### src/design/ahbs_pkg.sv
// ----------------------------------------------------------------------------
// ahbs_pkg
// Shared constants and types of the async HDLC byte stuffer.
// ----------------------------------------------------------------------------
package ahbs_pkg;

    localparam logic [7:0] FLAG_BYTE = 8'h7E;
    localparam logic [7:0] ESC_BYTE  = 8'h7D;
    localparam logic [7:0] ESC_XOR   = 8'h20;

    localparam int ACCM_W    = 64;
    localparam int CFG_IDX_W = 2;

    localparam logic [CFG_IDX_W-1:0] REG_ACCM_0 = 2'd0;
    localparam logic [CFG_IDX_W-1:0] REG_ACCM_1 = 2'd1;
    localparam logic [CFG_IDX_W-1:0] REG_ACCM_2 = 2'd2;
    localparam logic [CFG_IDX_W-1:0] REG_ACCM_3 = 2'd3;

    localparam logic [ACCM_W-1:0] ACCM_0_RST = 64'h0000_0000_FFFF_FFFF;
    localparam logic [ACCM_W-1:0] ACCM_1_RST = 64'h6000_0000_0000_0000;
    localparam logic [ACCM_W-1:0] ACCM_2_RST = 64'h0;
    localparam logic [ACCM_W-1:0] ACCM_3_RST = 64'h0;

    localparam int QUEUE_DEPTH_DEF = 2;

    // One classified word handed from front to back
    typedef struct packed {
        logic [7:0] data;
        logic       first;
        logic       last;
        logic       escape;
    } job_t;

    typedef enum logic [3:0] {
        PH_OPEN  = 4'b0001,
        PH_ESC   = 4'b0010,
        PH_DATA  = 4'b0100,
        PH_CLOSE = 4'b1000
    } phase_t;

endpackage

### src/design/ahbs_front.sv
// ----------------------------------------------------------------------------
// ahbs_front
// Holds the escape map and classifies each incoming word.
// ----------------------------------------------------------------------------
module ahbs_front
    import ahbs_pkg::*;
(
    input  logic                 clk,
    input  logic                 rst_n,
    input  logic                 cfg_we,
    input  logic [CFG_IDX_W-1:0] cfg_index,
    input  logic [ACCM_W-1:0]    cfg_data,
    input  logic [7:0]           payload_byte,
    input  logic                 frame_first,
    input  logic                 frame_last,
    output job_t                 job
);

    logic [ACCM_W-1:0] accm_0_reg;
    logic [ACCM_W-1:0] accm_1_reg;
    logic [ACCM_W-1:0] accm_2_reg;
    logic [ACCM_W-1:0] accm_3_reg;
    logic [ACCM_W-1:0] map_word;

    always_ff @(posedge clk or negedge rst_n)
    begin
        if (!rst_n)
        begin
            accm_0_reg <= ACCM_0_RST;
            accm_1_reg <= ACCM_1_RST;
            accm_2_reg <= ACCM_2_RST;
            accm_3_reg <= ACCM_3_RST;
        end
        else if (cfg_we)
        begin
            unique case (cfg_index)
                REG_ACCM_0: accm_0_reg <= cfg_data;
                REG_ACCM_1: accm_1_reg <= cfg_data;
                REG_ACCM_2: accm_2_reg <= cfg_data;
                REG_ACCM_3: accm_3_reg <= cfg_data;
                default:    accm_0_reg <= accm_0_reg;
            endcase
        end
    end

    // Pick the map word by the top two bits, then the bit by the rest
    always_comb
    begin
        unique case (payload_byte[7:6])
            2'd0:    map_word = accm_0_reg;
            2'd1:    map_word = accm_1_reg;
            2'd2:    map_word = accm_2_reg;
            default: map_word = accm_3_reg;
        endcase
        job.data   = payload_byte;
        job.first  = frame_first;
        job.last   = frame_last;
        job.escape = map_word[payload_byte[5:0]];
    end

endmodule

### src/design/ahbs_queue.sv
// ----------------------------------------------------------------------------
// ahbs_queue
// Short queue of classified words between front and back.
// ----------------------------------------------------------------------------
module ahbs_queue
    import ahbs_pkg::*;
#(
    parameter int DEPTH = QUEUE_DEPTH_DEF
)
(
    input  logic clk,
    input  logic rst_n,
    input  logic wr_en,
    input  job_t wr_job,
    output logic full,
    input  logic rd_en,
    output job_t rd_job,
    output logic rd_valid
);

    localparam int PTR_W   = (DEPTH > 1) ? $clog2(DEPTH) : 1;
    localparam int COUNT_W = $clog2(DEPTH + 1);

    job_t               slot_reg [DEPTH];
    logic [PTR_W-1:0]   wr_ptr_reg;
    logic [PTR_W-1:0]   wr_ptr_next;
    logic [PTR_W-1:0]   rd_ptr_reg;
    logic [PTR_W-1:0]   rd_ptr_next;
    logic [COUNT_W-1:0] count_reg;
    logic [COUNT_W-1:0] count_next;
    logic               do_wr;
    logic               do_rd;

    assign full     = (count_reg == COUNT_W'(DEPTH));
    assign rd_valid = (count_reg != '0);
    assign rd_job   = slot_reg[rd_ptr_reg];
    assign do_wr    = wr_en && !full;
    assign do_rd    = rd_en && rd_valid;

    always_comb
    begin
        wr_ptr_next = wr_ptr_reg;
        rd_ptr_next = rd_ptr_reg;
        count_next  = count_reg;
        if (do_wr)
        begin
            wr_ptr_next = (wr_ptr_reg == PTR_W'(DEPTH - 1)) ? '0 : wr_ptr_reg + 1'b1;
        end
        if (do_rd)
        begin
            rd_ptr_next = (rd_ptr_reg == PTR_W'(DEPTH - 1)) ? '0 : rd_ptr_reg + 1'b1;
        end
        if (do_wr && !do_rd)
        begin
            count_next = count_reg + 1'b1;
        end
        else if (do_rd && !do_wr)
        begin
            count_next = count_reg - 1'b1;
        end
    end

    always_ff @(posedge clk or negedge rst_n)
    begin
        if (!rst_n)
        begin
            wr_ptr_reg <= '0;
            rd_ptr_reg <= '0;
            count_reg  <= '0;
        end
        else
        begin
            wr_ptr_reg <= wr_ptr_next;
            rd_ptr_reg <= rd_ptr_next;
            count_reg  <= count_next;
        end
    end

    always_ff @(posedge clk)
    begin
        if (do_wr)
        begin
            slot_reg[wr_ptr_reg] <= wr_job;
        end
    end

endmodule

### src/design/ahbs_back.sv
// ----------------------------------------------------------------------------
// ahbs_back
// Steps through the line bytes of each word and holds them for the reader.
// ----------------------------------------------------------------------------
module ahbs_back
    import ahbs_pkg::*;
(
    input  logic       clk,
    input  logic       rst_n,
    input  job_t       job,
    input  logic       job_valid,
    output logic       job_take,
    output logic [7:0] line_byte,
    output logic       is_flag,
    output logic       run_last,
    output logic       empty,
    input  logic       pop
);

    phase_t     phase_reg;
    phase_t     phase_next;
    phase_t     cur_phase;
    logic       out_valid_reg;
    logic       out_valid_next;
    logic [7:0] byte_reg;
    logic [7:0] byte_next;
    logic       flag_reg;
    logic       flag_next;
    logic       last_reg;
    logic       last_next;
    logic       advance;
    logic       emit;

    assign advance = !out_valid_reg || pop;
    assign emit    = advance && job_valid;

    always_comb
    begin
        // Skip the phases this word does not need
        unique case (phase_reg)
            PH_OPEN:
            begin
                if (job.first)
                begin
                    cur_phase = PH_OPEN;
                end
                else if (job.escape)
                begin
                    cur_phase = PH_ESC;
                end
                else
                begin
                    cur_phase = PH_DATA;
                end
            end
            PH_ESC:   cur_phase = PH_ESC;
            PH_DATA:  cur_phase = PH_DATA;
            PH_CLOSE: cur_phase = PH_CLOSE;
            default:  cur_phase = PH_OPEN;
        endcase

        byte_next = byte_reg;
        flag_next = flag_reg;
        last_next = last_reg;
        job_take  = 1'b0;

        unique case (cur_phase)
            PH_OPEN:
            begin
                byte_next  = FLAG_BYTE;
                flag_next  = 1'b1;
                last_next  = 1'b0;
                phase_next = job.escape ? PH_ESC : PH_DATA;
            end
            PH_ESC:
            begin
                byte_next  = ESC_BYTE;
                flag_next  = 1'b0;
                last_next  = 1'b0;
                phase_next = PH_DATA;
            end
            PH_DATA:
            begin
                byte_next  = job.escape ? (job.data ^ ESC_XOR) : job.data;
                flag_next  = 1'b0;
                last_next  = !job.last;
                job_take   = emit && !job.last;
                phase_next = job.last ? PH_CLOSE : PH_OPEN;
            end
            PH_CLOSE:
            begin
                byte_next  = FLAG_BYTE;
                flag_next  = 1'b1;
                last_next  = 1'b1;
                job_take   = emit;
                phase_next = PH_OPEN;
            end
            default:
            begin
                phase_next = PH_OPEN;
            end
        endcase

        if (!emit)
        begin
            byte_next  = byte_reg;
            flag_next  = flag_reg;
            last_next  = last_reg;
            phase_next = phase_reg;
        end

        out_valid_next = emit ? 1'b1 : (pop ? 1'b0 : out_valid_reg);
    end

    always_ff @(posedge clk or negedge rst_n)
    begin
        if (!rst_n)
        begin
            phase_reg     <= PH_OPEN;
            out_valid_reg <= 1'b0;
        end
        else
        begin
            phase_reg     <= phase_next;
            out_valid_reg <= out_valid_next;
        end
    end

    always_ff @(posedge clk)
    begin
        byte_reg <= byte_next;
        flag_reg <= flag_next;
        last_reg <= last_next;
    end

    assign line_byte = byte_reg;
    assign is_flag   = flag_reg;
    assign run_last  = last_reg;
    assign empty     = !out_valid_reg;

endmodule

### src/design/async_hdlc_byte_stuffer.sv
// ----------------------------------------------------------------------------
// async_hdlc_byte_stuffer
// PPP async HDLC octet stuffer with a 256-bit escape map.
// ----------------------------------------------------------------------------
// Each payload word produces one to four line bytes: an opening flag if it is
// marked first, 0x7D plus the byte XOR 0x20 if its map bit is set (otherwise
// the byte itself), and a closing flag if it is marked last. The back-end
// sequencer sends one line byte per cycle while a word is queued and its
// output byte is free or being popped; input is taken every cycle while the
// classified-word queue (QUEUE_DEPTH deep) has room, and the sustained rate
// is set by that one-byte-per-cycle output. An accepted word is registered in
// the queue before its line bytes are registered for the reader. Map
// registers are written through cfg_we/cfg_index/cfg_data and take effect
// for words accepted after the write.
// ----------------------------------------------------------------------------
module async_hdlc_byte_stuffer
    import ahbs_pkg::*;
#(
    parameter int QUEUE_DEPTH = QUEUE_DEPTH_DEF
)
(
    input  logic                 clk,
    input  logic                 rst_n,
    input  logic                 cfg_we,
    input  logic [CFG_IDX_W-1:0] cfg_index,
    input  logic [ACCM_W-1:0]    cfg_data,
    input  logic                 push,
    output logic                 full,
    input  logic [7:0]           payload_byte,
    input  logic                 frame_first,
    input  logic                 frame_last,
    input  logic                 pop,
    output logic                 empty,
    output logic [7:0]           line_byte,
    output logic                 is_flag,
    output logic                 run_last
);

    job_t in_job;
    job_t head_job;
    logic head_valid;
    logic head_take;

    ahbs_front u_front (
        .clk          (clk),
        .rst_n        (rst_n),
        .cfg_we       (cfg_we),
        .cfg_index    (cfg_index),
        .cfg_data     (cfg_data),
        .payload_byte (payload_byte),
        .frame_first  (frame_first),
        .frame_last   (frame_last),
        .job          (in_job)
    );

    ahbs_queue #(
        .DEPTH (QUEUE_DEPTH)
    ) u_queue (
        .clk      (clk),
        .rst_n    (rst_n),
        .wr_en    (push),
        .wr_job   (in_job),
        .full     (full),
        .rd_en    (head_take),
        .rd_job   (head_job),
        .rd_valid (head_valid)
    );

    ahbs_back u_back (
        .clk       (clk),
        .rst_n     (rst_n),
        .job       (head_job),
        .job_valid (head_valid),
        .job_take  (head_take),
        .line_byte (line_byte),
        .is_flag   (is_flag),
        .run_last  (run_last),
        .empty     (empty),
        .pop       (pop)
    );

endmodule

### config.mk
export PLATFORM = sky130hd
export DESIGN_NAME = async_hdlc_byte_stuffer
export DESIGN_NICKNAME = d
export VERILOG_FILES = /design/src/design/ahbs_pkg.sv /design/src/design/ahbs_front.sv /design/src/design/ahbs_queue.sv /design/src/design/ahbs_back.sv /design/src/design/async_hdlc_byte_stuffer.sv
export SDC_FILE = /design/constraint.sdc
export NUM_CORES = 1
export LEC_CHECK = 0
export ABC_AREA = 1
export CAP_MARGIN = 10
export CORE_MARGIN = 2
export CORE_UTILIZATION = 35
export DETAILED_ROUTE_END_ITERATION = 12
export DONT_BUFFER_PORTS = 1
export PLACE_DENSITY = 0.55
export SLEW_MARGIN = 5
export SYNTH_ARGS = -nofsm -noshare
export SYNTH_HDL_FRONTEND = slang
export SYNTH_SLANG_ARGS = --single-unit
### constraint.sdc
create_clock -name clk -period 3.2 [get_ports clk]
set_clock_uncertainty 0.15 [all_clocks]
set_input_delay 0.16 -clock clk [delete_from_list [all_inputs] [get_ports clk]]
set_output_delay 0.16 -clock clk [all_outputs]
set_load 0.03 [all_outputs]
==> flow_summary.yaml, run 1 <==
status:
  status: "complete, but fails checks"
  failed_checks: "hold timing"
worst_setup_path:
  cp.arrival_ps: 2920
  crit_path_start: "u_queue.rd_ptr_reg"
  crit_end: "u_queue.count_reg[1]"
  r2r_setup_slack_ps: 520
  critPathLaunchType: "register"
  reg2reg_depth: 12
  crit_required_ps: 3440
  r2r-end: "u_queue.count_reg[1]"
  worst_setup_path_end_kind: "register"
  crit_type: "register to register"
  cp_max_fo: 12
  r2r_start: "u_queue.rd_ptr_reg"
timing:
  setup_ws_ps: 521
  holdWs_ps: -814
  fmax_ghz: 0.373
  fin_crit_sh_pct: 83.7
  hold_viol_final: 265
  layout_min_cycle_time_ps: 2680
  rsz0062_at_grt: "false"
  tns_ps: 0
  slew-limit-headroom_pct: 36.7
  slew_violations: 0
  setup_violations: 0
  worst_pin_slew_ps: 946
route:
  drt_iter0_markers: 911
  met1_length_microns: 17400
  wl_per_cell_microns: 17.3
  dr_wl_met3_microns: 2120
  vias: 10700
  top_layer: "met4"
  final_antenna_net_count: 0
  wl_met2_microns: 16700
  dr.pass1.iters: 7
  drcViolationCount: 0
  drt-vias-per-instance: 5.01
  drt-total-wl_microns: 36900
power_and_ir_drop:
  ir_drop_mv: 0.332
  leakage_nw: 7.03
  pwr_density_cell_nw_per_um2: 675
synth:
  syn_area_sq_um: 13300
  synth_top_area_share_pct: 43.2
  syn_avg_cell_area_sq_um: 8.47
  seq_area_frac_synth_pct: 57.3
  netlist_instances: 1574
  synth_edf_count: 32
  yosys_register_bits: 297
  yosysTopAreaCell: "dfrtp_1"
  yosys_warnings: 0
  ys_top_cells_by_area: "dfrtp_1, o21ai_0, nand2_1"
  synth_flop_cell: "dfrtp_1"
  synthArstFlopShare_pct: 89.2
  synth_cell_types: 33
  syn-num-nets: 1656
clocking:
  cts_tree: "built"
  cts_buffer_depth: 3
  hold_buffers: 77
  cts.repair.resized: 0
  clkLatencyLatePin_ps: 540
  cts_setup_buffers: 0
  cts_made_buffers: 35
  cts-root-buf: "clkbuf_16"
  cts.sinks: 297
  clk_pin_slew_ps: 60
  cts-htree-levels: 2
placed_design:
  place_ws_ps: 547
  gp_congestion: 0.820
  port_buffers: 0
  hpwlAfterDp_microns: 20900
floorplan:
  fp.dieH_microns: 199
  pin_count: 93
  initial_core_util_pct: 35.5
  chipWidth_microns: 199
  rows: 71
  coreArea_sq_um: 37600
  die-area_sq_um: 39700
global_routing:
  grt_pass1_wl_microns: 59600
  grt_max_degree: 266
  antenna_found_initial: 1
  grt.overflow.total: 0
  grt_pass1_vias: 10500
  grt_usage_pct: 19.3
cells_and_area:
  layout-drive-gt1-share_pct: 7.68
  syn2layout_area_growth_pct: 16.5
  n_fill_cell: 3822
  nets: 1682
job:
  maxCapViolations: 0
hold_path:
  hp-class: "input pin to asynchronous set/reset pin"
==> layer usage <==
metal | global-route usage [%] | vias up
met5 | 0 | -
met4 | 4.48 | 0
met3 | 3.56 | 56
met2 | 31.0 | 271
met1 | 27.0 | 5172
li1 | - | 5227
==> power breakdown <==
part | internal [mW] | total [mW] | switching, mW
clock network | 2.23 | 3.82 | 1.59
registers | 4.63 | 5.09 | 0.465
logic | 0.605 | 1.58 | 0.979
total | 7.47 | 10.5 | 3.03
==> logic make-up (layout without fill, tap and decap cells) <==
logic type / after synthesis / in the layout / share of synthesized area [%]
AO/OA/AOI/OAI: 336 / 336 / 12.8
AND/OR/NAND/NOR: 744 / 744 / 23.5
flip-flops: 297 / 297 / 57.3
other: 0 / 1 / 0
adder cells (fa/ha/maj): 1 / 1 / 0.0938
multiplexers: 2 / 2 / 0.150
buffers and inverters: 190 / 243 / 5.92
XOR/XNOR: 4 / 4 / 0.263
==> stage by stage <==
| stage | cells | power [mW] | hold slack, ps | instance area [sq um] | util (%) |
|---|---|---|---|---|---|
| CTS | 2138 | 10.6 | -827 | 15500 | 41.3 |
| finish | 2139 | 10.5 | -814 | 15500 | 41.4 |
| detailed placement | 1997 | 6.65 | -258 | 13700 | 36.4 |
| global route | 2138 | 11.1 | -827 | 15500 | 41.3 |
| floorplan | 1574 | 6.30 | -286 | 13300 | - |
| global placement | 1997 | 6.60 | -258 | 13700 | 36.4 |
==> synth_stat cells, drive strengths merged, types with 3 or more instances <==
master  instances
a21oi           7
buf            36
clkbuf         68
dfrtp         230
dfstp          35
edfxtp         32
inv            86
nand2         431
nand3         186
nand4           4
nor2          103
o21ai         326
or2            20
xor2            3
==> layout make-up <==
class / instances / area, sq um / share of cell area (%)
Tap cell: 511 / 639 / 4.11
Timing Repair Buffer: 93 / 891 / 5.73
Clock inverter: 8 / 63.8 / 0.411
Inverter: 86 / 323 / 2.08
Multi-Input combinational cell: 1087 / 4950 / 31.8
Clock buffer: 56 / 1040 / 6.67
Antenna cell: 1 / 2.50 / 0.0161
Sequential cell: 297 / 7640 / 49.1
==> cells in the final DEF (no fill, tap or decap), drive strengths merged <==
cell type / count
a21oi: 7
xnor2: 1
nor2: 103
inv: 88
o31ai: 1
edfxtp: 32
xor2: 3
nand2: 431
clkbuf: 56
buf: 16
o21a: 1
diode: 1
dlygate4sd3: 77
nand4: 4
clkinv: 5
mux2i: 2
dfrtp: 230
a41oi: 1
or2: 20
ha: 1
clkinvlp: 1
nand3: 186
dfstp: 35
o21ai: 326
==> worst max-delay path, stage by stage (launching register included) <==
cell and delay (ps):
dfrtp_1 600, inv_2 160, or2_1 250, o21ai_2 100, inv_2 90, o21ai_4 250, nand2_2 80, nand2_2 70
nand2_2 80, ha_1 350, a21oi_1 120, o21ai_0 110, xor2_1 150
==> worst min path at each step <==
stage          start                      to
4_1_cts        rst_n  u_front.accm_2_reg[12]
3_3_place_gp   rst_n   u_front.accm_1_reg[4]
3_5_place_dp   rst_n   u_front.accm_1_reg[5]
5_1_grt        rst_n   u_front.accm_2_reg[9]
2_1_floorplan  rst_n    u_back.out_valid_reg
6_report       rst_n   u_front.accm_2_reg[9]
(Power assumes the default switching activity.)
==> run 2, diff against run 1 <==
==> constraint.sdc (replaced) <==
create_clock -name clk -period 2.6 [get_ports clk]
set_clock_uncertainty 0.15 [all_clocks]
set_input_delay 0.13 -clock clk [delete_from_list [all_inputs] [get_ports clk]]
set_output_delay 0.13 -clock clk [all_outputs]
set_load 0.03 [all_outputs]
==> run 2 against run 1 <==
Effect of this change:
- largest cell class unchanged
- cell count increased by 0.51%
- sequential share of layout area decreased by 0.45 points
- die area unchanged
- clock power increased by 22%
- cell area increased by 0.93%
- the run still ends with hold timing left
- first-iteration DRC count decreased by 16%
- routed wire length decreased by 1.0%
- largest power group unchanged
- fmax increased by 19%
- flip-flop and latch count unchanged
- setup slack got worse by 180 ps
- clock-buffer cell count decreased by 2
- combinational power increased by 29%
==> flow_summary.yaml, run 2 (synthesis gave the netlist of run 1 again) <==
worst_setup_path:
  critPathMostFrequentCell: "nand2_2"
  r2r-end: "u_queue.count_reg[1]"
  cp.arrival_ps: 2500
  reg2reg_depth: 11
  worst_setup_path_end_kind: "register"
  r2r_start: "u_queue.rd_ptr_reg"
  critPathLaunchType: "register"
  crit_required_ps: 2840
  r2r_setup_slack_ps: 340
  crit_type: "register to register"
  cp_cell_sequence: "buf_4 -> o21ai_2 -> inv_2 -> o21ai_4 -> nand2_2 -> nand2_2 -> nand2_2 -> ha_1 -> a21oi_1 -> o21ai_0 -> xor2_1"
  crit_path_start: "u_queue.rd_ptr_reg"
  cp_max_fo: 9
  slowest_stage: "dfrtp_1"
  cp_slowest_stage_delay_ps: 430
timing:
  slew_violations: 0
  setup_violations: 0
  fin_crit_sh_pct: 86.9
  tns_ps: 0
  fmax_ghz: 0.443
  hold_viol_final: 265
  rsz0062_at_grt: "false"
  slew-limit-headroom_pct: 49.5
  worst_pin_slew_ps: 756
  holdWs_ps: -836
  layout_min_cycle_time_ps: 2260
clocking:
  clk_pin_slew_ps: 60
  cts-root-buf: "clkbuf_16"
  clkLatencyLatePin_ps: 520
  cts_buffer_depth: 3
  cts_made_buffers: 34
  cts-htree-levels: 2
  cts.repair.resized: 0
  cts_setup_buffers: 0
  hold_buffers: 81
  cts_tree: "built"
  cts.sinks: 297
cells_and_area:
  multiInputGateArea_sq_um: 4950
  syn2layout_area_growth_pct: 17.6
  nets: 1695
  regArea_sq_um: 7640
  final_cell_mix: "nand2_1, o21ai_0, dfrtp_1"
  final_common_cell: "nand2_1"
  layout-drive-gt1-share_pct: 8.12
  n_fill_cell: 3796
  fin_cells: 2150
route:
  drt-vias-per-instance: 4.97
  drcViolationCount: 0
  dr.pass1.iters: 5
  drt_iter0_markers: 762
  drt-total-wl_microns: 36500
  wl_per_cell_microns: 17.0
  final_antenna_net_count: 0
  vias: 10700
global_routing:
  grt.overflow.total: 0
  grt_pass1_wl_microns: 58900
  grt_pass1_vias: 10500
  grt_max_degree: 266
  grt_usage_pct: 18.9
  antenna_found_initial: 3
status:
  status: "complete, but fails checks"
  failed_checks: "hold timing"
floorplan:
  fp.dieH_microns: 199
  rows: 71
  pin_count: 93
  initial_core_util_pct: 35.5
  coreArea_sq_um: 37600
  die-area_sq_um: 39700
  chipWidth_microns: 199
placed_design:
  gp_congestion: 0.768
  port_buffers: 0
  hpwlAfterDp_microns: 20800
  dp.cells: 2007
power_and_ir_drop:
  ir_drop_mv: 0.438
  power_mw: 12.9
  pwr_density_cell_nw_per_um2: 825
  leakage_nw: 7.10
hold_path:
  hp-class: "input pin to asynchronous set/reset pin"
job:
  maxCapViolations: 0
## run 2: cell type report
cell class / instances / share of cell area, %
Inverter: 86 / 2.06
Antenna cell: 1 / 0.0160
Tap cell: 511 / 4.08
Clock inverter: 7 / 0.399
Sequential cell: 297 / 48.7
Timing Repair Buffer: 107 / 6.73
Multi-Input combinational cell: 1087 / 31.5
Clock buffer: 54 / 6.49
## run 2: where the power goes
group / switching [mW] / internal [mW] / leakage (nW)
combinational: 1.22 / 0.822 / 3.05
clock: 1.88 / 2.78 / 0.532
sequential: 0.555 / 5.69 / 3.53
## run 2: worst max path at each step
stage	cells after the start	end
finish	11	u_queue.count_reg[1]
floorplan	11	u_queue.count_reg[1]
global route	11	u_queue.count_reg[1]
detailed placement	11	u_queue.count_reg[1]
CTS	11	u_queue.count_reg[1]
global placement	11	u_queue.count_reg[1]
## run 2: through the flow
| step | setup slack [ps] | util, % | instance area [sq um] | hold WS [ps] |
|---|---|---|---|---|
| final | 341 | 41.7 | 15700 | -836 |
| after global routing | 119 | 41.7 | 15700 | -860 |
| after CTS | 341 | 41.7 | 15700 | -840 |
| after detailed placement | 351 | 36.7 | 13800 | -284 |
| after global placement | 343 | 36.7 | 13800 | -284 |
| after floorplan | 343 | - | 13300 | -316 |
## run 2: worst max-delay path: cells and delay by family (launching register included)
family,cells,cell delay (ps)
compound gates,4,600
xor+xnor,1,150
fa+ha+maj,1,330
buf+inv,2,270
flops,1,430
simple gates,3,200
## run 2: routing by layer
| layer | wire length, microns | track usage, % | part of all wire [%] | up-vias |
|---|---|---|---|---|
| met5 | 31 | 0 | 0.085 | - |
| met4 | 503 | 4.06 | 1.4 | 4 |
| met2 | 16700 | 31.0 | 46 | 269 |
| met1 | 17000 | 25.7 | 47 | 5136 |
| met3 | 2260 | 4.08 | 6.2 | 49 |
| li1 | - | - | - | 5233 |
